$ cat config.mk
export PLATFORM = sky130hd
export DESIGN_NAME = timed_midi_record_parser_top_flat
export DESIGN_NICKNAME = d
export VERILOG_FILES = /design/src/hw/rtl/tmrp_pkg.sv /design/src/hw/rtl/tmrp_in_if.sv /design/src/hw/rtl/tmrp_out_if.sv /design/src/hw/rtl/tmrp_core.sv /design/src/hw/rtl/tmrp_out.sv /design/src/hw/rtl/timed_midi_record_parser_top.sv /design/src/flat_wrapper.sv
export VERILOG_INCLUDE_DIRS = /design/src /design/src/hw/rtl
export SDC_FILE = /design/constraint.sdc
export NUM_CORES = 1
export LEC_CHECK = 0
export BUFFER_PORTS_ARGS = -buffer_cell sky130_fd_sc_hd__buf_4
export CORE_ASPECT_RATIO = 0.7
export CORE_MARGIN = 2
export CORE_UTILIZATION = 55
export DETAILED_ROUTE_END_ITERATION = 10
export PLACE_DENSITY_LB_ADDON = 0.1
export SLEW_MARGIN = 20
export SYNTH_ARGS = -nofsm -noshare
export SYNTH_HDL_FRONTEND = slang
export SYNTH_SLANG_ARGS = --single-unit
$ cat constraint.sdc
create_clock -name clk -period 4.9 [get_ports clk]
set_input_delay 0.49 -clock clk [delete_from_list [all_inputs] [get_ports clk]]
set_output_delay 0.49 -clock clk [all_outputs]
set_load 0.02 [all_outputs]
$ cat src/hw/rtl/timed_midi_record_parser_top_defines.svh
// ---------------------------------------------------------------------------
// Timed MIDI record parser: assertion macros
// Concurrent check wrappers, compiled out when ASSERT_OFF is defined.
// ---------------------------------------------------------------------------
`ifndef TIMED_MIDI_RECORD_PARSER_TOP_DEFINES_SVH
`define TIMED_MIDI_RECORD_PARSER_TOP_DEFINES_SVH

`ifndef ASSERT_OFF
// same-cycle implication
`define TMRP_ASSERT_IMP(label, clk, rst_n, ante, cons) \
	label: assert property (@(posedge clk) disable iff (!rst_n) (ante) |-> (cons)) \
		else $error("tmrp check failed");
// next-cycle implication
`define TMRP_ASSERT_NXT(label, clk, rst_n, ante, cons) \
	label: assert property (@(posedge clk) disable iff (!rst_n) (ante) |=> (cons)) \
		else $error("tmrp check failed");
`else
`define TMRP_ASSERT_IMP(label, clk, rst_n, ante, cons)
`define TMRP_ASSERT_NXT(label, clk, rst_n, ante, cons)
`endif

`endif

$ cat src/hw/rtl/tmrp_pkg.sv
// ---------------------------------------------------------------------------
// Timed MIDI record parser package
// Codes, byte constants and the result word shared by the parser modules.
// ---------------------------------------------------------------------------
package tmrp_pkg;

	// input commands
	localparam logic [1:0] CMD_BYTE  = 2'd0;
	localparam logic [1:0] CMD_START = 2'd1;
	localparam logic [1:0] CMD_STOP  = 2'd2;

	// result kinds
	localparam logic [1:0] KIND_STORED   = 2'd0;
	localparam logic [1:0] KIND_REPORT   = 2'd1;
	localparam logic [1:0] KIND_BAD_PAIR = 2'd2;
	localparam logic [1:0] KIND_END      = 2'd3;

	// end reasons
	localparam logic [2:0] END_NONE   = 3'd0;
	localparam logic [2:0] END_TRACK  = 3'd1;
	localparam logic [2:0] END_ALL    = 3'd2;
	localparam logic [2:0] END_BADSYS = 3'd3;
	localparam logic [2:0] END_USER   = 3'd4;
	localparam logic [2:0] END_FULL   = 3'd5;

	// interface byte values
	localparam logic [7:0] DATA_MAX         = 8'h7F;
	localparam logic [7:0] ONE_DATA_LO      = 8'hC0;
	localparam logic [7:0] ONE_DATA_HI      = 8'hDF;
	localparam logic [7:0] CH_STATUS_MAX    = 8'hEF;
	localparam logic [7:0] SYS_FIRST        = 8'hF0;
	localparam logic [7:0] SYS_REPORT_HI    = 8'hF7;
	localparam logic [7:0] OVF_BYTE         = 8'hF8;
	localparam logic [7:0] MEASURE_END_BYTE = 8'hF9;
	localparam logic [7:0] END_MARK_BYTE    = 8'hFC;
	localparam logic [7:0] CLK_TO_HOST_BYTE = 8'hFD;
	localparam logic [7:0] TERM_BYTE        = 8'hFE;

	typedef struct packed {
		logic [1:0]  kind;
		logic [2:0]  byte_count;
		logic [7:0]  byte0;
		logic [7:0]  byte1;
		logic [7:0]  byte2;
		logic [7:0]  byte3;
		logic [15:0] event_index;
		logic [2:0]  end_reason;
		logic        last;
	} result_t;

	// up to two results produced by one accepted word
	typedef struct packed {
		logic       push;
		logic [1:0] count;
		result_t    first;
		result_t    second;
	} pair_t;

	function automatic result_t make_result(
		input logic [1:0]  kind,
		input logic [2:0]  cnt,
		input logic [7:0]  b0,
		input logic [7:0]  b1,
		input logic [7:0]  b2,
		input logic [7:0]  b3,
		input logic [15:0] idx,
		input logic [2:0]  reason
	);
		result_t r;
		r.kind        = kind;
		r.byte_count  = cnt;
		r.byte0       = b0;
		r.byte1       = b1;
		r.byte2       = b2;
		r.byte3       = b3;
		r.event_index = idx;
		r.end_reason  = reason;
		r.last        = 1'b0;
		return r;
	endfunction

endpackage

$ cat src/hw/rtl/tmrp_in_if.sv
// ---------------------------------------------------------------------------
// Timed MIDI record parser input channel
// Valid/ready channel carrying a command and a received interface byte.
// ---------------------------------------------------------------------------
interface tmrp_in_if;
	logic       valid;
	logic       ready;
	logic [1:0] command;
	logic [7:0] data_byte;

	modport source (output valid, output command, output data_byte, input ready);
	modport sink   (input valid, input command, input data_byte, output ready);
endinterface

$ cat src/hw/rtl/tmrp_out_if.sv
// ---------------------------------------------------------------------------
// Timed MIDI record parser result channel
// Valid/ready channel carrying one parsed event or report per word.
// ---------------------------------------------------------------------------
interface tmrp_out_if;
	logic        valid;
	logic        ready;
	logic [1:0]  kind;
	logic [2:0]  byte_count;
	logic [7:0]  byte0;
	logic [7:0]  byte1;
	logic [7:0]  byte2;
	logic [7:0]  byte3;
	logic [15:0] event_index;
	logic [2:0]  end_reason;
	logic        last;

	modport source (
		output valid, output kind, output byte_count,
		output byte0, output byte1, output byte2, output byte3,
		output event_index, output end_reason, output last,
		input ready
	);
	modport sink (
		input valid, input kind, input byte_count,
		input byte0, input byte1, input byte2, input byte3,
		input event_index, input end_reason, input last,
		output ready
	);
endinterface

$ cat src/hw/rtl/tmrp_core.sv
// ---------------------------------------------------------------------------
// Timed MIDI record parser core
// Input register, parser state and single-pass decode of one word.
// ---------------------------------------------------------------------------
module tmrp_core (
	input  logic             clk,
	input  logic             arst_n,
	input  logic [15:0]      max_events,
	tmrp_in_if.sink          midi,
	input  logic             pair_ready,
	output tmrp_pkg::pair_t  pair
);
	import tmrp_pkg::*;

	typedef enum logic [1:0] {
		PH_FIRST,   // timing byte or system byte
		PH_TIMED,   // byte after timing
		PH_DATA1,
		PH_DATA2
	} phase_t;

	logic        s1_valid_q;
	logic [1:0]  cmd_s1;
	logic [7:0]  byte_s1;

	logic        recording_q, recording_d;
	phase_t      phase_q, phase_d;
	logic [1:0]  need_q, need_d;
	logic [7:0]  timing_q, timing_d;
	logic [7:0]  status_q, status_d;
	logic [7:0]  data_q, data_d;
	logic [7:0]  rstat_q, rstat_d;
	logic [15:0] count_q, count_d;

	logic        fire;
	logic        do_store;
	logic        track_end;
	logic        do_finish;
	logic [1:0]  n_res;
	logic [15:0] count_inc;
	result_t     first;
	result_t     second;

	assign fire       = s1_valid_q && pair_ready;
	assign midi.ready = !s1_valid_q || pair_ready;
	assign count_inc  = count_q + 16'd1;

	always_comb begin
		recording_d = recording_q;
		phase_d     = phase_q;
		need_d      = need_q;
		timing_d    = timing_q;
		status_d    = status_q;
		data_d      = data_q;
		rstat_d     = rstat_q;
		count_d     = count_q;
		do_store    = 1'b0;
		track_end   = 1'b0;
		do_finish   = 1'b0;
		n_res       = 2'd0;
		first       = '0;
		second      = '0;

		case (cmd_s1)
			CMD_START: begin
				recording_d = 1'b1;
				phase_d     = PH_FIRST;
				need_d      = 2'd0;
				timing_d    = '0;
				status_d    = '0;
				data_d      = '0;
				rstat_d     = '0;
				count_d     = '0;
			end
			CMD_STOP: begin
				if (recording_q) begin
					first     = make_result(KIND_END, 3'd1, TERM_BYTE, '0, '0, '0,
						count_q, END_USER);
					n_res     = 2'd1;
					do_finish = 1'b1;
				end
			end
			CMD_BYTE: begin
				if (recording_q) begin
					case (phase_q)
						PH_FIRST: begin
							if (byte_s1 < SYS_FIRST) begin
								timing_d = byte_s1;
								phase_d  = PH_TIMED;
							end else if (byte_s1 == OVF_BYTE) begin
								first    = make_result(KIND_STORED, 3'd1, byte_s1, '0, '0, '0,
									count_q, END_NONE);
								do_store = 1'b1;
							end else if (byte_s1 == END_MARK_BYTE) begin
								// all end: report, then terminator
								first     = make_result(KIND_REPORT, 3'd1, byte_s1, '0, '0, '0,
									'0, END_NONE);
								second    = make_result(KIND_END, 3'd1, TERM_BYTE, '0, '0, '0,
									count_q, END_ALL);
								n_res     = 2'd2;
								do_finish = 1'b1;
							end else if (byte_s1 <= SYS_REPORT_HI || byte_s1 == MEASURE_END_BYTE
									|| byte_s1 == CLK_TO_HOST_BYTE || byte_s1 == TERM_BYTE) begin
								first = make_result(KIND_REPORT, 3'd1, byte_s1, '0, '0, '0,
									'0, END_NONE);
								n_res = 2'd1;
							end else begin
								first     = make_result(KIND_END, 3'd1, TERM_BYTE, '0, '0, '0,
									count_q, END_BADSYS);
								n_res     = 2'd1;
								do_finish = 1'b1;
							end
						end
						PH_TIMED: begin
							if (byte_s1 <= DATA_MAX) begin
								status_d = rstat_q;
								if (rstat_q inside {[ONE_DATA_LO:ONE_DATA_HI]}) begin
									first    = make_result(KIND_STORED, 3'd3, timing_q, rstat_q,
										byte_s1, '0, count_q, END_NONE);
									do_store = 1'b1;
								end else begin
									data_d  = byte_s1;
									need_d  = 2'd2;
									phase_d = PH_DATA2;
								end
							end else if (byte_s1 <= CH_STATUS_MAX) begin
								rstat_d  = byte_s1;
								status_d = byte_s1;
								need_d   = (byte_s1 inside {[ONE_DATA_LO:ONE_DATA_HI]}) ?
									2'd1 : 2'd2;
								phase_d  = PH_DATA1;
							end else if (byte_s1 == MEASURE_END_BYTE
									|| byte_s1 == END_MARK_BYTE) begin
								first     = make_result(KIND_STORED, 3'd2, timing_q, byte_s1,
									'0, '0, count_q, END_NONE);
								do_store  = 1'b1;
								track_end = (byte_s1 == END_MARK_BYTE);
							end else begin
								first   = make_result(KIND_BAD_PAIR, 3'd2, timing_q, byte_s1,
									'0, '0, '0, END_NONE);
								n_res   = 2'd1;
								phase_d = PH_FIRST;
							end
						end
						PH_DATA1: begin
							if (need_q == 2'd1) begin
								first    = make_result(KIND_STORED, 3'd3, timing_q, status_q,
									byte_s1, '0, count_q, END_NONE);
								do_store = 1'b1;
							end else begin
								data_d  = byte_s1;
								phase_d = PH_DATA2;
							end
						end
						default: begin
							first    = make_result(KIND_STORED, 3'd4, timing_q, status_q,
								data_q, byte_s1, count_q, END_NONE);
							do_store = 1'b1;
						end
					endcase
				end
			end
			default: ;
		endcase

		if (do_store) begin
			count_d = count_inc;
			phase_d = PH_FIRST;
			need_d  = 2'd0;
			if (track_end) begin
				second    = make_result(KIND_END, 3'd1, TERM_BYTE, '0, '0, '0,
					count_inc, END_TRACK);
				n_res     = 2'd2;
				do_finish = 1'b1;
			end else if (count_inc >= max_events) begin
				second    = make_result(KIND_END, 3'd1, TERM_BYTE, '0, '0, '0,
					count_inc, END_FULL);
				n_res     = 2'd2;
				do_finish = 1'b1;
			end else begin
				n_res = 2'd1;
			end
		end

		if (do_finish) begin
			recording_d = 1'b0;
			phase_d     = PH_FIRST;
			need_d      = 2'd0;
		end

		if (n_res == 2'd1)
			first.last = 1'b1;
		else if (n_res == 2'd2)
			second.last = 1'b1;
	end

	assign pair.push   = fire && (n_res != 2'd0);
	assign pair.count  = n_res;
	assign pair.first  = first;
	assign pair.second = second;

	// control and parser state
	always_ff @(posedge clk or negedge arst_n) begin
		if (!arst_n) begin
			s1_valid_q  <= 1'b0;
			recording_q <= 1'b0;
			phase_q     <= PH_FIRST;
			need_q      <= 2'd0;
			timing_q    <= '0;
			status_q    <= '0;
			data_q      <= '0;
			rstat_q     <= '0;
			count_q     <= '0;
		end else begin
			if (midi.ready)
				s1_valid_q <= midi.valid;
			if (fire) begin
				recording_q <= recording_d;
				phase_q     <= phase_d;
				need_q      <= need_d;
				timing_q    <= timing_d;
				status_q    <= status_d;
				data_q      <= data_d;
				rstat_q     <= rstat_d;
				count_q     <= count_d;
			end
		end
	end

	// input word payload
	always_ff @(posedge clk) begin
		if (midi.valid && midi.ready) begin
			cmd_s1  <= midi.command;
			byte_s1 <= midi.data_byte;
		end
	end

endmodule

$ cat src/hw/rtl/tmrp_out.sv
// ---------------------------------------------------------------------------
// Timed MIDI record parser result stage
// Holds the results of one word and hands them out one per word.
// ---------------------------------------------------------------------------
module tmrp_out (
	input  logic             clk,
	input  logic             arst_n,
	input  tmrp_pkg::pair_t  pair,
	output logic             pair_ready,
	tmrp_out_if.source       result
);
	import tmrp_pkg::*;

	result_t    head_q;
	result_t    tail_q;
	logic [1:0] cnt_q;
	logic       pop;

	assign result.valid = (cnt_q != 2'd0);
	assign pop          = result.valid && result.ready;
	assign pair_ready   = (cnt_q == 2'd0) || (cnt_q == 2'd1 && result.ready);

	always_ff @(posedge clk or negedge arst_n) begin
		if (!arst_n) begin
			cnt_q <= 2'd0;
		end else if (pair.push) begin
			cnt_q <= pair.count;
		end else if (pop) begin
			cnt_q <= cnt_q - 2'd1;
		end
	end

	always_ff @(posedge clk) begin
		if (pair.push) begin
			head_q <= pair.first;
			tail_q <= pair.second;
		end else if (pop) begin
			head_q <= tail_q;
		end
	end

	assign result.kind        = head_q.kind;
	assign result.byte_count  = head_q.byte_count;
	assign result.byte0       = head_q.byte0;
	assign result.byte1       = head_q.byte1;
	assign result.byte2       = head_q.byte2;
	assign result.byte3       = head_q.byte3;
	assign result.event_index = head_q.event_index;
	assign result.end_reason  = head_q.end_reason;
	assign result.last        = head_q.last;

endmodule

$ cat src/hw/rtl/timed_midi_record_parser_top.sv
// ---------------------------------------------------------------------------
// Timed MIDI record parser
// Record-side parser for a timed MIDI interface byte stream.
// ---------------------------------------------------------------------------
// The block takes one word per clock on midi while it is ready: a command (byte, start, stop)
// and a received byte. While recording, each event arrives as a timing byte
// followed by a MIDI message that may use running status; complete events
// are output as stored events with their store slot, interface system bytes
// are reported, stored, or end the recording, and every end of recording
// yields a terminator word (0xFE) with the next free slot and the reason.
// A word enters an input register and is decoded from it into a result
// register. The input accepts one word per clock as long as result words are
// taken: a word that yields two results (store full, track end, all end)
// holds the result register until both are taken, and the input stalls
// behind it. Words that give no result take no room in the result register
// but wait behind it too. The store capacity register is written through
// cfg_write_en/cfg_data and resets to 65535; the user must write it only
// while idle, as the block itself does not enforce this.
`include "timed_midi_record_parser_top_defines.svh"

module timed_midi_record_parser_top (
	input  logic        clk,
	input  logic        arst_n,
	input  logic        cfg_write_en,
	input  logic [15:0] cfg_data,
	tmrp_in_if.sink     midi,
	tmrp_out_if.source  result
);
	import tmrp_pkg::*;

	logic [15:0] max_events_q;
	logic        pair_ready;
	pair_t       pair;

	// capacity register
	always_ff @(posedge clk or negedge arst_n) begin
		if (!arst_n) begin
			max_events_q <= 16'hFFFF;
		end else if (cfg_write_en) begin
			max_events_q <= cfg_data;
		end
	end

	// decode: input register, parser state, one pass per word
	tmrp_core u_core (
		.clk        (clk),
		.arst_n     (arst_n),
		.max_events (max_events_q),
		.midi       (midi),
		.pair_ready (pair_ready),
		.pair       (pair)
	);

	// result register: serializes one or two results per word
	tmrp_out u_out (
		.clk        (clk),
		.arst_n     (arst_n),
		.pair       (pair),
		.pair_ready (pair_ready),
		.result     (result)
	);

	// a pushed pair always carries at least one result
	`TMRP_ASSERT_IMP(a_pair_count, clk, arst_n, pair.push, pair.count != 2'd0)
	// with two results, only the second is marked last
	`TMRP_ASSERT_IMP(a_pair_last, clk, arst_n, pair.push && pair.count == 2'd2, !pair.first.last && pair.second.last)
	// end of recording is the final word, with terminator and a reason
	`TMRP_ASSERT_IMP(a_end_word, clk, arst_n, result.valid && result.kind == KIND_END, result.last && result.end_reason != END_NONE && result.byte0 == TERM_BYTE)
	// a pushed pair is presented in the next cycle
	`TMRP_ASSERT_NXT(a_pair_shown, clk, arst_n, pair.push, result.valid && result.kind == $past(pair.first.kind))

endmodule
$ cat src/flat_wrapper.sv
// flat-port wrapper written by rule: the top's interface ports become plain ports
module timed_midi_record_parser_top_flat import tmrp_pkg::*;
  (clk, arst_n, cfg_write_en, cfg_data, midi_valid, midi_command, midi_data_byte, midi_ready, result_valid, result_kind, result_byte_count, result_byte0, result_byte1, result_byte2, result_byte3, result_event_index, result_end_reason, result_last, result_ready);
  tmrp_in_if midi_i ();
  tmrp_out_if result_i ();
  input  logic clk;
  input  logic arst_n;
  input  logic cfg_write_en;
  input  logic [15:0] cfg_data;
  input wire logic [$bits(midi_i.valid)-1:0] midi_valid;
  input wire logic [$bits(midi_i.command)-1:0] midi_command;
  input wire logic [$bits(midi_i.data_byte)-1:0] midi_data_byte;
  output wire logic [$bits(midi_i.ready)-1:0] midi_ready;
  output wire logic [$bits(result_i.valid)-1:0] result_valid;
  output wire logic [$bits(result_i.kind)-1:0] result_kind;
  output wire logic [$bits(result_i.byte_count)-1:0] result_byte_count;
  output wire logic [$bits(result_i.byte0)-1:0] result_byte0;
  output wire logic [$bits(result_i.byte1)-1:0] result_byte1;
  output wire logic [$bits(result_i.byte2)-1:0] result_byte2;
  output wire logic [$bits(result_i.byte3)-1:0] result_byte3;
  output wire logic [$bits(result_i.event_index)-1:0] result_event_index;
  output wire logic [$bits(result_i.end_reason)-1:0] result_end_reason;
  output wire logic [$bits(result_i.last)-1:0] result_last;
  input wire logic [$bits(result_i.ready)-1:0] result_ready;
  assign midi_i.valid = midi_valid;
  assign midi_i.command = midi_command;
  assign midi_i.data_byte = midi_data_byte;
  assign midi_ready = midi_i.ready;
  assign result_valid = result_i.valid;
  assign result_kind = result_i.kind;
  assign result_byte_count = result_i.byte_count;
  assign result_byte0 = result_i.byte0;
  assign result_byte1 = result_i.byte1;
  assign result_byte2 = result_i.byte2;
  assign result_byte3 = result_i.byte3;
  assign result_event_index = result_i.event_index;
  assign result_end_reason = result_i.end_reason;
  assign result_last = result_i.last;
  assign result_i.ready = result_ready;
  timed_midi_record_parser_top u_core (.clk(clk), .arst_n(arst_n), .cfg_write_en(cfg_write_en), .cfg_data(cfg_data), .midi(midi_i), .result(result_i));
endmodule
# --- After elaboration in Yosys (flattened, before gate mapping) ---
# Cells that the tools add are included.
word_totals:
  register_bits: 196
  latchBits: 0
  mem_bits_rw: 0
  romBits: 0
  inputBits: 31
  out_inout_bits: 59
  wordCells: 219
  n_memories: 0
op_classes:
  n_addsub: 2
  n_mul: 0
  n_div: 0
  n_lt_le_gt_ge: 9
  n_eq_ne: 33
  n_shift: 0
  n_mux: 112
  n_bitwise: 0
  n_reduce_logical: 32
op_table:
  columns: ["operator", "count"]
  rows:
  - ["two-way mux 57 bit", 20]
  - ["case mux 57 bit (3 select lines)", 1]
  - ["case mux 57 bit (2 select lines)", 1]
  - ["two-way mux 8 bit", 14]
  - ["two-way mux 54 bit", 2]
  - ["case mux 8 bit (2 select lines)", 5]
  - ["two-way mux 2 bit", 26]
  - ["== test 8 bit (second input constant)", 5]
  - ["two-way mux 1 bit", 34]
  - ["less-or-equal comparator 8 bit (second input constant)", 4]
  - ["two-way mux 16 bit", 2]
  - ["inequality test 5 bit (second input constant)", 4]
  - ["adder 16 x 1 -> 16 bit (second input constant)", 1]
  - ["greater-or-equal comparator 16 bit", 1]
  - ["greater-or-equal comparator 8 bit (second input constant)", 2]
  - ["case mux 2 bit (2 select lines)", 4]
  - ["inequality test 3 bit (second input constant)", 4]
  - ["AND reduction 6 bit", 2]
  - ["nonzero test 2 bit", 6]
  - ["== test 2 x 1 -> 1 bit (second input constant)", 5]
  - ["AND reduction 5 bit", 2]
  - ["less-or-equal comparator 8 x 7 -> 1 bit (second input constant)", 1]
  - ["< comparator 8 bit (second input constant)", 1]
  - ["inequality test 2 bit (second input constant)", 4]
  - ["20 further kinds", 37]

# --- Depth between registers and ports, before layout ---
# Gate-level depths: netlist of run 1.
depth:
  depth_word: 16
  ltp_mapped: 16
  depth_no_buf: 15

# --- Cells and area by module ---
# From an unflattened synthesis of run 1, not the netlist that was laid out.
unflattened:
  hier_cells: 803
  area_unflattened_um2: 9953.3
by_module_without_submodules:
  columns: ["module", "instances", "cells_each", "area_each_um2", "seq_area_each_um2"]
  rows:
  - ["tmrp_core", 1, 573, 5021.1, 1651.6]
  - ["tmrp_out", 1, 196, 4262.8, 3473.3]
  - ["timed_midi_record_parser_top", 1, 34, 669.4, 420.4]

# --- Worst setup path after synthesis of run 1 ---
# OpenSTA, ideal clock, no wires.
synth_path:
  kind: "reg2reg"
  from: "register u_core.u_core.count_q[2]"
  to: "register u_core.u_out.head_q (netlist bit u_core.u_out.result.last) (data pin)"
  setup_time_ns: 0.254
  arrival_time_ns: 2.939
  required_time_ns: 4.646
  setup_slack_ns: 1.707
  stages_incl_launch_ff: 14
  n_path_buf: 0
  period_less_slack_ns: 3.193
  cell_sequence: "dfrtp_1 -> nand3_1 -> nor2_1 -> nand2_1 -> or2_2 -> and2_1 -> or2_2 -> ha_1 -> nand4_1 -> a2111o_1 -> nand4_1 -> o21ai_2 -> nor4b_4 -> a21o_1"
synth_via:
  elab_chain_len: 8
  word_cells_on_any_way: 10
  cone_classes: "add/sub: 1; order compare: 1; eq/ne: 1; mux: 5; reduce/logical: 2"
synth_lines:
  columns: ["element", "line", "text"]
  rows:
  - ["start, declared", "tmrp_core.sv:33", "logic [15:0] count_q, count_d;"]
  - ["start signal, assigned", "tmrp_core.sv:225", "count_q <= count_d;"]
  - ["adder 16 x 1 -> 16 bit (*)", "tmrp_core.sv:46", "assign count_inc = count_q + 16'd1;"]
  - ["greater-or-equal comparator 16 bit (*)", "tmrp_core.sv:175", "end else if (count_inc >= max_events) begin"]
  - ["two-way mux 2 bit (*)", "tmrp_core.sv:175", null]
  - ["two-way mux 2 bit (*)", "tmrp_core.sv:170", "if (track_end) begin"]
  - ["two-way mux 2 bit (*)", "tmrp_core.sv:166", "if (do_store) begin"]
  - ["== test 2 x 1 -> 1 bit or nonzero test 2 bit (tied branches)", "tmrp_core.sv:191, tmrp_core.sv:197", null]
  - ["two-way mux 1 bit or logical AND 1 bit (tied branches)", "tmrp_core.sv:191, tmrp_core.sv:197", null]
  - ["two-way mux 57 bit (*)", "tmrp_out.sv:34", "if (pair.push) begin"]
  - ["end signal, assigned", "tmrp_out.sv:35", "head_q <= pair.first;"]
  - ["end signal, assigned", "tmrp_out.sv:38", "head_q <= tail_q;"]
  - ["end, declared", "tmrp_out.sv:14", "result_t head_q;"]
# Every way passes the cells marked *; elsewhere a longest branch is shown, timed or not.
# A chain may end at the register's enable or synchronous reset.

# --- Final worst setup path of run 1 ---
# Same ends and word-level chain as after synthesis.

==> metrics.txt, run 1 <==
# TYPE chip_impl_metric gauge
chip_impl_info{name="status",value="complete, no violations"} 1
chip_impl_metric{name="tightest_slew",unit="ns"} 0.9737
chip_impl_metric{name="fin_tns_setup",unit="ns"} 0
chip_impl_metric{name="synth-compound-area-share",unit="%"} 12.64
chip_impl_metric{name="io_buffers",unit=""} 89
chip_impl_info{name="dominantRegCellSynth",value="edfxtp_1"} 1
chip_impl_metric{name="synthesis.area",unit="µm²"} 7896
chip_impl_metric{name="power.density",unit="nW/µm²"} 475.6
chip_impl_metric{name="route.antenna.remaining_nets",unit=""} 0
chip_impl_metric{name="route.detailed.vias_per_inst",unit=""} 5.803
chip_impl_metric{name="postSynthCellCount",unit=""} 736
chip_impl_metric{name="yosys.area_share.simple",unit="%"} 16.73
chip_impl_metric{name="drc_errors",unit=""} 0
chip_impl_info{name="ctsRootBufferMaster",value="clkbuf_16"} 1
chip_impl_info{name="crit-reg2reg-capture",value="u_core.u_out.result.last"} 1
chip_impl_metric{name="ff2ff_path_depth",unit=""} 14
chip_impl_metric{name="grt_pass1_vias",unit=""} 5555
chip_impl_metric{name="worst_slew_margin_rel",unit="%"} 34.85
chip_impl_metric{name="area_share_of_fa_ha_maj_cells_after_synthesis",unit="%"} 3.644
chip_impl_metric{name="row_count",unit=""} 36
chip_impl_metric{name="cp_max_fo",unit=""} 37
chip_impl_metric{name="clock_insertion_delay_worst_skew",unit="ns"} 0.43
chip_impl_metric{name="post_cts_resized",unit=""} 0
chip_impl_info{name="tritoncts",value="yes"} 1
chip_impl_metric{name="cts_buffer_depth",unit=""} 2
chip_impl_metric{name="timing.max_cap.violations",unit=""} 0
chip_impl_metric{name="sequential_fraction_of_the_synthesis_area",unit="%"} 56.54
chip_impl_metric{name="htreeDepth",unit=""} 4
chip_impl_metric{name="postSynthRegisterBits",unit=""} 160
chip_impl_metric{name="num_io_pins",unit=""} 90
chip_impl_metric{name="power.total",unit="mW"} 4.409
chip_impl_metric{name="grt_first_pass_wirelength",unit="mm"} 30.19
chip_impl_metric{name="drt_iter0_drc",unit=""} 701
chip_impl_info{name="criticalPathCategory",value="flop to flop"} 1
chip_impl_metric{name="antenna_found_initial",unit=""} 0
chip_impl_metric{name="layout.nets",unit=""} 863
chip_impl_metric{name="grt_usage",unit="%"} 25.60
chip_impl_metric{name="routed_wirelength",unit="mm"} 18.69
chip_impl_metric{name="ir_drop",unit="mV"} 0.3113
chip_impl_metric{name="grt_overflow",unit=""} 0
chip_impl_metric{name="detailroute.via_count",unit=""} 5873
chip_impl_metric{name="cp_data_arrival_time",unit="ns"} 3.88
chip_impl_metric{name="period_share",unit="%"} 75.58
chip_impl_info{name="rsz0062_at_grt",value="false"} 1
chip_impl_metric{name="detailedRoute.firstPassIterationCount",unit=""} 8
chip_impl_metric{name="synthDominantCellAreaShare",unit="%"} 33.47
chip_impl_metric{name="async_reset_ff_share",unit="%"} 45.00
chip_impl_metric{name="final-hold-violation-count",unit=""} 0
chip_impl_metric{name="core_region_area",unit="µm²"} 13960
chip_impl_metric{name="setup_violations",unit=""} 0
chip_impl_metric{name="area_delta_synth_final",unit="%"} 17.40
chip_impl_metric{name="cts_inserted_buffers",unit=""} 17
chip_impl_metric{name="required",unit="ns"} 5.08
chip_impl_info{name="timing.rr.start",value="u_core.u_core.count_q[2]"} 1
chip_impl_metric{name="final_min_period",unit="ns"} 3.704
chip_impl_metric{name="final_layout_size_suffix_gt1_share",unit="%"} 23.97
chip_impl_metric{name="total_leakage_power",unit="nW"} 3.926
chip_impl_metric{name="synthesis.nets",unit=""} 790
chip_impl_metric{name="place_congestion",unit=""} 0.9279
chip_impl_metric{name="report.final.slew_viol_count",unit=""} 0
chip_impl_info{name="timing.critical_path.from_type",value="flop"} 1
chip_impl_metric{name="die_y",unit="µm"} 104.3
chip_impl_metric{name="grt_max_degree",unit=""} 73
chip_impl_metric{name="post_synth_xor_area_fraction",unit="%"} 1.331
chip_impl_metric{name="ys_warn_count",unit=""} 0
chip_impl_info{name="netlist.top_cell.by_area",value="edfxtp_1"} 1
chip_impl_info{name="ys_top_cells_by_count",value="edfxtp_1, nand2_1, o21ai_0"} 1
chip_impl_metric{name="antenna_cells_inserted",unit=""} 0
chip_impl_metric{name="ff2ff_setup_slack",unit="ns"} 1.20
chip_impl_metric{name="dp_hpwl",unit="mm"} 12.90
chip_impl_metric{name="maxClockFrequency",unit="MHz"} 270.0
chip_impl_metric{name="ys_types",unit=""} 68
chip_impl_metric{name="synth.avg_cell_area",unit="µm²"} 10.73
chip_impl_metric{name="fp.dieArea",unit="µm²"} 15350
chip_impl_metric{name="postCtsSetupRepairBufs",unit=""} 0
chip_impl_metric{name="die_width",unit="µm"} 147.2
chip_impl_metric{name="fin_skew",unit="ns"} 0.01209
chip_impl_info{name="synth_top_family_by_area",value="simple AND/OR/NAND/NOR gates"} 1
chip_impl_info{name="min_path_type",value="input port to asynchronous set/reset pin"} 1
chip_impl_metric{name="initial_utilization",unit="%"} 56.55
chip_impl_metric{name="synth_edf_count",unit=""} 88
chip_impl_metric{name="holdBufCountCts",unit=""} 0
chip_impl_info{name="cell_types_occupying_the_most_area_after_synthesis",value="edfxtp_1, dfrtp_1, dfstp_2"} 1
chip_impl_metric{name="route.detailed.wl_per_inst",unit="µm"} 18.46
chip_impl_info{name="yosys.cell_count.top_type",value="edfxtp_1"} 1
chip_impl_info{name="setup.worst_path.end_class",value="flop"} 1
chip_impl_metric{name="synth_mux_area_share",unit="%"} 4.278
chip_impl_metric{name="clock-sinks",unit=""} 160
chip_impl_metric{name="clk_pin_slew",unit="ns"} 0.06
## final cells by class
cell class / count / area (µm²)
Clock buffer: 17 / 425.4
Clock inverter: 15 / 182.7
Fill cell: 1112 / 4693
Inverter: 49 / 188.9
Multi-Input combinational cell: 487 / 3053
Sequential cell: 160 / 4464
Tap cell: 190 / 237.7
Timing Repair Buffer: 94 / 718.2
## cell families after synthesis
kind of cell	count (synthesis)
muxes	30
buffers and inverters	89
and+or+nand+nor	262
xor gates and xnor gates	12
AOI/OAI and AO/OA	160
adders and majority gates	23
DFF	160
## per-layer routing
layer / track usage [%] / up-vias / wire length [µm]
met5: 0 / - / 0
met4: 7.074 / 0 / 199
met3: 7.544 / 23 / 1817
met2: 31.94 / 281 / 7233
met1: 42.30 / 2782 / 9435
li1: - / 2787 / -
## flip-flops by register name, summed over array words and instances, names as in the netlist, 16 cells and up
signal	count
u_core.u_out.tail_q	21
u_core.u_core.count_q	16
u_core.max_events_q	16
u_core.u_out.result.event_index	16
## how the worst max path moves through the flow
stage,from,endpoint,slack (ns),cells past startpoint
2_1_floorplan,u_core.u_core.count_q[2],u_core.u_out.result.last,1.71,13
3_3_place_gp,u_core.u_core.count_q[2],u_core.u_out.result.last,1.35,14
3_5_place_dp,u_core.u_core.count_q[2],u_core.u_out.result.last,1.27,14
4_1_cts,u_core.u_core.count_q[2],u_core.u_out.result.last,1.26,14
5_1_grt,u_core.u_core.count_q[2],u_core.u_out.result.last,0.86,16
6_report,u_core.u_core.count_q[2],u_core.u_out.result.last,1.20,14
## stage by stage
stage          std cells  worst slack [ns]  utilization, %  cell area (µm²)  hold slack (ns)
6_report            1012             1.196           66.39             9270           0.2012
5_1_grt             1012            0.8576           66.39             9270           0.2190
4_1_cts             1012             1.258           66.37             9268           0.2204
3_5_place_dp         980             1.272           62.02             8660           0.4669
3_3_place_gp         980             1.352           62.02             8660           0.4591
2_1_floorplan        736             1.707               -             7896           0.1944
## critical path: stages (launching register included)
cell and delay, ns:
dfrtp_1 0.47, nand3_1 0.16, nor2_1 0.24, nand2_1 0.14
or2_2 0.36, and2_1 0.19, or2_2 0.30, ha_1 0.30
nand4_1 0.12, a2111o_1 0.40, nand4_1 0.14, o21ai_2 0.06
buf_4 0.24, nor4b_4 0.18, a21o_1 0.18
## report_power, final
group / leakage, nW / switching, mW / internal, mW / total, mW
combinational: 1.83 / 0.679 / 0.421 / 1.10
clock: 0.296 / 0.549 / 0.808 / 1.36
sequential: 1.80 / 0.200 / 1.75 / 1.95
total: 3.93 / 1.43 / 2.98 / 4.41
## placed cells by master (no fill, tap or decap), types with 11 or more instances in the layout
master / instances
a21oi_1: 22
a22oi_1: 11
and2_1: 12
buf_4: 93
clkbuf_16: 17
dfrtp_1: 56
dfstp_2: 16
edfxtp_1: 88
ha_1: 23
inv_1: 48
mux2_2: 30
nand2_1: 87
nand3_1: 51
nand4_1: 11
nor2_1: 47
o21ai_0: 75
(Power assumes the default switching activity.)
==> run 2, diff against run 1 <==
--- a/config.mk
+++ b/config.mk
@@ -9,7 +9,7 @@
 export BUFFER_PORTS_ARGS = -buffer_cell sky130_fd_sc_hd__buf_4
 export CORE_ASPECT_RATIO = 0.7
 export CORE_MARGIN = 2
-export CORE_UTILIZATION = 55
+export CORE_UTILIZATION = 53
 export DETAILED_ROUTE_END_ITERATION = 10
 export PLACE_DENSITY_LB_ADDON = 0.1
 export SLEW_MARGIN = 20
==> constraint.sdc (replaced) <==
create_clock -name clk -period 3 [get_ports clk]
set_input_delay 0.3 -clock clk [delete_from_list [all_inputs] [get_ports clk]]
set_output_delay 0.3 -clock clk [all_outputs]
set_load 0.02 [all_outputs]
==> metrics.txt, run 2 (same netlist as run 1, synthesis figures left out) <==
# TYPE chip_impl_metric gauge
chip_impl_info{name="status",value="finished with violations"} 1
chip_impl_info{name="failed_checks",value="hold timing, setup timing"} 1
chip_impl_metric{name="required",unit="ns"} 3.17
chip_impl_metric{name="clock_insertion_delay_worst_skew",unit="ns"} 0.43
chip_impl_info{name="setup.worst_path.end_class",value="flop"} 1
chip_impl_metric{name="total_leakage_power",unit="nW"} 4.224
chip_impl_metric{name="area_delta_synth_final",unit="%"} 28.06
chip_impl_metric{name="setup_violations",unit=""} 22
chip_impl_info{name="setup.worst_path.start",value="u_core.u_core.count_q[4]"} 1
chip_impl_info{name="rsz0062_at_grt",value="true"} 1
chip_impl_info{name="timing.critical_path.from_type",value="flop"} 1
chip_impl_metric{name="fillCellCount",unit=""} 1101
chip_impl_metric{name="report.final.slew_viol_count",unit=""} 0
chip_impl_metric{name="grt_first_pass_wirelength",unit="mm"} 31.35
chip_impl_info{name="ctsRootBufferMaster",value="clkbuf_16"} 1
chip_impl_metric{name="cp_data_arrival_time",unit="ns"} 3.30
chip_impl_info{name="final_cell_mix",value="buf_4, edfxtp_1, nand2_1"} 1
chip_impl_metric{name="place_congestion",unit=""} 0.9402
chip_impl_info{name="tritoncts",value="yes"} 1
chip_impl_metric{name="number_of_flip_flops_in_the_largest_register",unit=""} 21
chip_impl_metric{name="clk_pin_slew",unit="ns"} 0.07
chip_impl_metric{name="detailroute.via_count",unit=""} 6165
chip_impl_metric{name="grt_usage",unit="%"} 26.09
chip_impl_metric{name="finalHoldWorstSlack",unit="ns"} -0.01608
chip_impl_metric{name="final-hold-violation-count",unit=""} 7
chip_impl_metric{name="antenna_found_initial",unit=""} 0
chip_impl_metric{name="setup_slack",unit="ns"} -0.1255
chip_impl_metric{name="drt_iter0_drc",unit=""} 842
chip_impl_metric{name="power.total",unit="mW"} 7.158
chip_impl_info{name="min_path_type",value="input port to asynchronous set/reset pin"} 1
chip_impl_metric{name="maxClockFrequency",unit="MHz"} 319.9
chip_impl_info{name="timing.rr.start",value="u_core.u_core.count_q[4]"} 1
chip_impl_metric{name="io_buffers",unit=""} 89
chip_impl_metric{name="route.detailed.vias_per_inst",unit=""} 5.724
chip_impl_metric{name="clock-sinks",unit=""} 160
chip_impl_metric{name="layoutNonFillerInstCount",unit=""} 1077
chip_impl_metric{name="final_min_period",unit="ns"} 3.126
chip_impl_metric{name="regArea",unit="µm²"} 4464
chip_impl_metric{name="multi_input_area",unit="µm²"} 3430
chip_impl_metric{name="worst_slew_margin_rel",unit="%"} 37.27
chip_impl_metric{name="tightest_slew",unit="ns"} 0.9410
chip_impl_metric{name="die_y",unit="µm"} 106.1
chip_impl_info{name="regMostFlops",value="u_core.u_out.tail_q"} 1
chip_impl_info{name="criticalPathCategory",value="flop to flop"} 1
chip_impl_metric{name="period_share",unit="%"} 104.2
chip_impl_metric{name="grt_overflow",unit=""} 0
chip_impl_metric{name="cts_buffer_depth",unit=""} 2
chip_impl_metric{name="antenna_cells_inserted",unit=""} 0
chip_impl_metric{name="grt_pass1_vias",unit=""} 5903
chip_impl_metric{name="final_layout_size_suffix_gt1_share",unit="%"} 35.37
chip_impl_metric{name="core_region_area",unit="µm²"} 14630
chip_impl_metric{name="row_count",unit=""} 37
chip_impl_metric{name="num_io_pins",unit=""} 90
chip_impl_metric{name="route.antenna.remaining_nets",unit=""} 0
chip_impl_metric{name="route.detailed.wl_per_inst",unit="µm"} 18.66
chip_impl_metric{name="htreeDepth",unit=""} 4
chip_impl_metric{name="initial_utilization",unit="%"} 53.98
chip_impl_metric{name="fp.dieArea",unit="µm²"} 15910
chip_impl_metric{name="detailedRoute.firstPassIterationCount",unit=""} 7
chip_impl_metric{name="power.density",unit="nW/µm²"} 707.9
chip_impl_metric{name="timing.max_cap.violations",unit=""} 0
chip_impl_metric{name="cp_max_fo",unit=""} 8
chip_impl_metric{name="routed_wirelength",unit="mm"} 20.09
chip_impl_metric{name="die_width",unit="µm"} 149.9
chip_impl_metric{name="fin_skew",unit="ns"} 0.01098
chip_impl_metric{name="drc_errors",unit=""} 0
chip_impl_metric{name="holdBufCountCts",unit=""} 0
chip_impl_info{name="final_common_cell",value="buf_4"} 1
chip_impl_metric{name="fin_tns_setup",unit="ns"} -1.456
chip_impl_metric{name="grt_max_degree",unit=""} 73
chip_impl_metric{name="ir_drop",unit="mV"} 0.4965
chip_impl_metric{name="dp_hpwl",unit="mm"} 14.08
chip_impl_metric{name="layout.nets",unit=""} 923
chip_impl_metric{name="dpl.cell_count",unit=""} 1038
chip_impl_metric{name="cts_inserted_buffers",unit=""} 17
==> run 2: cell types whose count changed in the layout (fill, tap and decap cells not counted), sizes merged <==
| cell | previous run | this run |
|---|---|---|
| clkinv | 7 | 6 |
| bufinv | 3 | 1 |
| o21ai | 82 | 83 |
| inv | 53 | 54 |
| buf | 94 | 151 |
| clkbuf | 17 | 21 |
==> run 2: power breakdown <==
part / switching [mW] / total, mW / internal (mW) / leakage (nW)
clock: 0.903 / 2.06 / 1.16 / 0.273
sequential: 0.285 / 3.14 / 2.86 / 1.80
combinational: 1.18 / 1.95 / 0.769 / 2.15
==> run 2: layer usage <==
layer	global-route usage [%]	share of wire [%]	vias up
li1	-	-	2891
met1	41.95	48	2893
met2	33.76	40	351
met3	6.910	11	30
met4	8.558	1.5	0
met5	0	0	-
==> run 2: cell type report <==
type                    instances  area share (%)
repair buffers                153           12.11
inverters                      49           1.868
clock buffers                  19           4.281
multi-input cells             488           33.91
well taps                     195           2.413
clock inverters                13           1.262
flip-flops and latches        160           44.15
==> run 2: worst max-delay path, stage by stage, from the launching register on <==
cell and delay (ns):
dfrtp_1 0.36, nand3_2 0.11, nor2_4 0.16, nand2_2 0.07, or2_4 0.27, and2_4 0.17
or2_4 0.24, ha_4 0.26, nand4_1 0.10, a2111o_1 0.41, nand4_1 0.17, o21ai_4 0.16
buf_4 0.20, nand3_1 0.08, o21ai_0 0.09
==> run 2: worst paths after layout <==
| check | end | slack (ns) | cells after the start |
|---|---|---|---|
| min reg2reg | u_core.u_core.need_q[1] | 0.49 | 2 |
| min in group clk | u_core.u_core.byte_s1[0] | 0.05 | 1 |
| max | u_core.u_out.tail_q[5] | -0.13 | 14 |
| max in group asynchronous | u_core.u_core.phase_q[1] | 2.37 | 1 |
| max reg2reg | u_core.u_out.tail_q[5] | -0.13 | 14 |
| min | u_core.u_core.status_q[3] | -0.02 | 1 |
==> run 2: repair_timing <==
item                       in CTS  in global routing
setup buffers                   2                  2
pin swaps                      10                 43
cloned                          1                  2
gates resized for setup        10                 65
setup endpoints to repair      24                 26
hold endpoints to repair        0                  0
==> run 2: per-stage QoR <==
step / hold slack (ns) / setup slack [ns] / area, µm² / util, %
floorplan: 0.004409 / 0.01633 / 7945 / -
global placement: 0.4576 / -0.08094 / 9138 / 62.46
detailed placement: 0.4770 / -0.2503 / 9143 / 62.50
CTS: 0.03316 / 0.00006861 / 9789 / 66.92
global route: 0.04075 / -0.3031 / 10110 / 69.12
finish: -0.01608 / -0.1255 / 10110 / 69.12
==> run 3, diff against run 2 <==
--- a/config.mk
+++ b/config.mk
@@ -12,6 +12,7 @@
 export CORE_UTILIZATION = 53
 export DETAILED_ROUTE_END_ITERATION = 10
 export PLACE_DENSITY_LB_ADDON = 0.1
+export SKIP_CTS_REPAIR_TIMING = 1
 export SLEW_MARGIN = 20
 export SYNTH_ARGS = -nofsm -noshare
 export SYNTH_HDL_FRONTEND = slang
==> metrics.txt, run 3 (same netlist as run 1, synthesis figures left out) <==
# TYPE chip_impl_metric gauge
chip_impl_info{name="status",value="finished with violations"} 1
chip_impl_info{name="failed_checks",value="setup timing"} 1
chip_impl_metric{name="switching_share",unit="%"} 33.21
chip_impl_metric{name="layout.nets",unit=""} 924
chip_impl_metric{name="multi_input_area",unit="µm²"} 3432
chip_impl_info{name="timing.critical_path.from_type",value="flop"} 1
chip_impl_metric{name="die_y",unit="µm"} 106.1
chip_impl_info{name="regMostFlops",value="u_core.u_out.tail_q"} 1
chip_impl_metric{name="final_min_period",unit="ns"} 3.154
chip_impl_metric{name="power.total",unit="mW"} 7.167
chip_impl_metric{name="worst_slew_margin_rel",unit="%"} 38.08
chip_impl_metric{name="die_width",unit="µm"} 149.9
chip_impl_metric{name="crit_buf_inv",unit=""} 1
chip_impl_metric{name="antenna_cells_inserted",unit=""} 0
chip_impl_metric{name="number_of_flip_flops_in_the_largest_register",unit=""} 21
chip_impl_metric{name="grt_usage",unit="%"} 25.83
chip_impl_metric{name="intPower",unit="mW"} 4.787
chip_impl_info{name="timing.rr.start",value="u_core.u_core.count_q[6]"} 1
chip_impl_metric{name="ff2ff_setup_slack",unit="ns"} -0.15
chip_impl_metric{name="power.sequential.fraction",unit="%"} 43.8
chip_impl_metric{name="drt_iter0_drc",unit=""} 830
chip_impl_metric{name="fp.dieArea",unit="µm²"} 15910
chip_impl_metric{name="period_share",unit="%"} 105.1
chip_impl_metric{name="num_io_pins",unit=""} 90
chip_impl_metric{name="row_count",unit=""} 37
chip_impl_metric{name="required",unit="ns"} 3.19
chip_impl_info{name="setup.worst_path.end_class",value="flop"} 1
chip_impl_info{name="rsz0062_at_grt",value="true"} 1
chip_impl_metric{name="fillCellCount",unit=""} 1101
chip_impl_info{name="worstPathCellList",value="nand4_1 > or2_4 > and2_4 > or2_4 > ha_4 > nand4_1 > a2111o_1 > nand4_1 > buf_6 > o21ai_4 > nor4b_4 > a21o_1"} 1
chip_impl_metric{name="grt_pass1_vias",unit=""} 5845
chip_impl_metric{name="clock_insertion_delay_worst_skew",unit="ns"} 0.43
chip_impl_metric{name="cts_inserted_buffers",unit=""} 17
chip_impl_metric{name="route.antenna.remaining_nets",unit=""} 0
chip_impl_info{name="min_path_type",value="input port to asynchronous set/reset pin"} 1
chip_impl_metric{name="drc_errors",unit=""} 0
chip_impl_metric{name="antenna_found_initial",unit=""} 0
chip_impl_metric{name="cp_data_arrival_time",unit="ns"} 3.34
chip_impl_metric{name="route.detailed.vias_per_inst",unit=""} 5.815
chip_impl_info{name="crit-reg2reg-capture",value="u_core.u_out.result.last"} 1
chip_impl_metric{name="htreeDepth",unit=""} 4
chip_impl_metric{name="setup_violations",unit=""} 21
chip_impl_info{name="cpMostUsedCell",value="nand4_1"} 1
chip_impl_info{name="critPathSlowestCell",value="dfrtp_1"} 1
chip_impl_metric{name="detailedRoute.firstPassIterationCount",unit=""} 6
chip_impl_metric{name="clock-sinks",unit=""} 160
chip_impl_metric{name="timing.max_cap.violations",unit=""} 0
chip_impl_info{name="cpLargestDelayFamily",value="simple AND/OR/NAND/NOR gates"} 1
chip_impl_metric{name="maxClockFrequency",unit="MHz"} 317.0
chip_impl_metric{name="clk_pin_slew",unit="ns"} 0.06
chip_impl_metric{name="pwr-share-comb",unit="%"} 27.3
chip_impl_info{name="tritoncts",value="yes"} 1
chip_impl_metric{name="max_stage_delay",unit="ns"} 0.39
chip_impl_info{name="final_cell_mix",value="buf_4, edfxtp_1, nand2_1"} 1
chip_impl_metric{name="grt_first_pass_wirelength",unit="mm"} 31.03
chip_impl_info{name="ctsRootBufferMaster",value="clkbuf_16"} 1
chip_impl_metric{name="cp_max_fo",unit=""} 7
chip_impl_metric{name="detailroute.via_count",unit=""} 6269
chip_impl_info{name="final_common_cell",value="buf_4"} 1
chip_impl_metric{name="dp_hpwl",unit="mm"} 14.08
chip_impl_info{name="criticalPathCategory",value="flop to flop"} 1
chip_impl_metric{name="p_clk_share",unit="%"} 28.9
chip_impl_metric{name="total_leakage_power",unit="nW"} 4.234
chip_impl_metric{name="tightest_slew",unit="ns"} 0.9287
chip_impl_metric{name="final-hold-violation-count",unit=""} 0
chip_impl_metric{name="ir_drop",unit="mV"} 0.4996
chip_impl_metric{name="cts_buffer_depth",unit=""} 2
chip_impl_metric{name="fin_tns_setup",unit="ns"} -2.151
chip_impl_metric{name="grt_max_degree",unit=""} 73
chip_impl_metric{name="io_buffers",unit=""} 89
chip_impl_metric{name="area_delta_synth_final",unit="%"} 28.33
chip_impl_metric{name="route.detailed.wl_per_inst",unit="µm"} 19.03
chip_impl_metric{name="power.density",unit="nW/µm²"} 707.3
chip_impl_metric{name="place_congestion",unit=""} 0.9402
chip_impl_metric{name="regArea",unit="µm²"} 4464
chip_impl_metric{name="routed_wirelength",unit="mm"} 20.52
chip_impl_metric{name="ff2ff_path_depth",unit=""} 12
chip_impl_metric{name="netSwitchingPower",unit="mW"} 2.380
chip_impl_metric{name="initial_utilization",unit="%"} 53.98
chip_impl_metric{name="final_layout_size_suffix_gt1_share",unit="%"} 35.45
chip_impl_metric{name="core_region_area",unit="µm²"} 14630
chip_impl_metric{name="grt_overflow",unit=""} 0
chip_impl_metric{name="setup_slack",unit="ns"} -0.1543
chip_impl_metric{name="fin_skew",unit="ns"} 0.01181
chip_impl_metric{name="report.final.slew_viol_count",unit=""} 0
[run 3: worst reg2reg max path, delay by kind of cell (launching register included)]
kind,cells,cell delay (ns)
adders and majority gates,1,0.26
buffers and inverters,1,0.13
DFF,1,0.39
AOI/OAI and AO/OA,3,0.68
and+or+nand+nor,7,1.45
[run 3: power by group through the flow]
stage / sequential (mW) / combinational [mW] / clock, mW
4_1_cts: 3.13 / 1.93 / 2.11
2_1_floorplan: 3.28 / 1.02 / 0
6_report: 3.14 / 1.96 / 2.07
5_1_grt: 3.18 / 2.12 / 2.18
3_5_place_dp: 3.17 / 1.91 / 0
3_3_place_gp: 3.15 / 1.86 / 0
[run 3: worst max path at each step]
stage	start	to	slack (ns)	depth (start not counted)
3_3_place_gp	u_core.u_core.count_q[3]	u_core.u_out.tail_q[13]	-0.08	15
2_1_floorplan	u_core.u_core.count_q[2]	u_core.u_out.result.last	0.02	13
4_1_cts	u_core.u_core.count_q[4]	u_core.u_out.result.last	-0.28	15
5_1_grt	u_core.u_core.count_q[2]	u_core.u_out.result.last	-0.31	15
6_report	u_core.u_core.count_q[6]	u_core.u_out.result.last	-0.15	12
3_5_place_dp	u_core.u_core.count_q[4]	u_core.u_out.result.last	-0.25	15
[run 3: final cells by class]
| cell class | instances | share of cell area [%] |
|---|---|---|
| timing repair buffer | 154 | 12.27 |
| tap | 195 | 2.408 |
| clock inverter | 13 | 1.259 |
| multi-input combinational | 488 | 33.87 |
| inverter | 49 | 1.864 |
| sequential | 160 | 44.05 |
| clock buffer | 19 | 4.272 |
[run 3: per-stage QoR]
step                      hold slack, ns  setup slack, ns  utilization (%)  instances  area [µm²]
after floorplan                 0.004409          0.01633                -        736        7945
after detailed placement          0.4770          -0.2503            62.50       1038        9143
after global placement            0.4576         -0.08094            62.46       1038        9138
after CTS                        0.03316          -0.2765            66.33       1070        9703
after global routing             0.03942          -0.3095            69.27       1078       10130
final                            0.01489          -0.1543            69.27       1078       10130
[run 3: metal layers]
metal	vias up	part of all wire [%]	wire length (µm)	track usage, %
met4	0	1.3	274	8.221
li1	2894	-	-	-
met1	2978	47	9677	41.39
met2	365	40	8293	33.53
met3	32	11	2271	7.039
met5	-	0	0	0
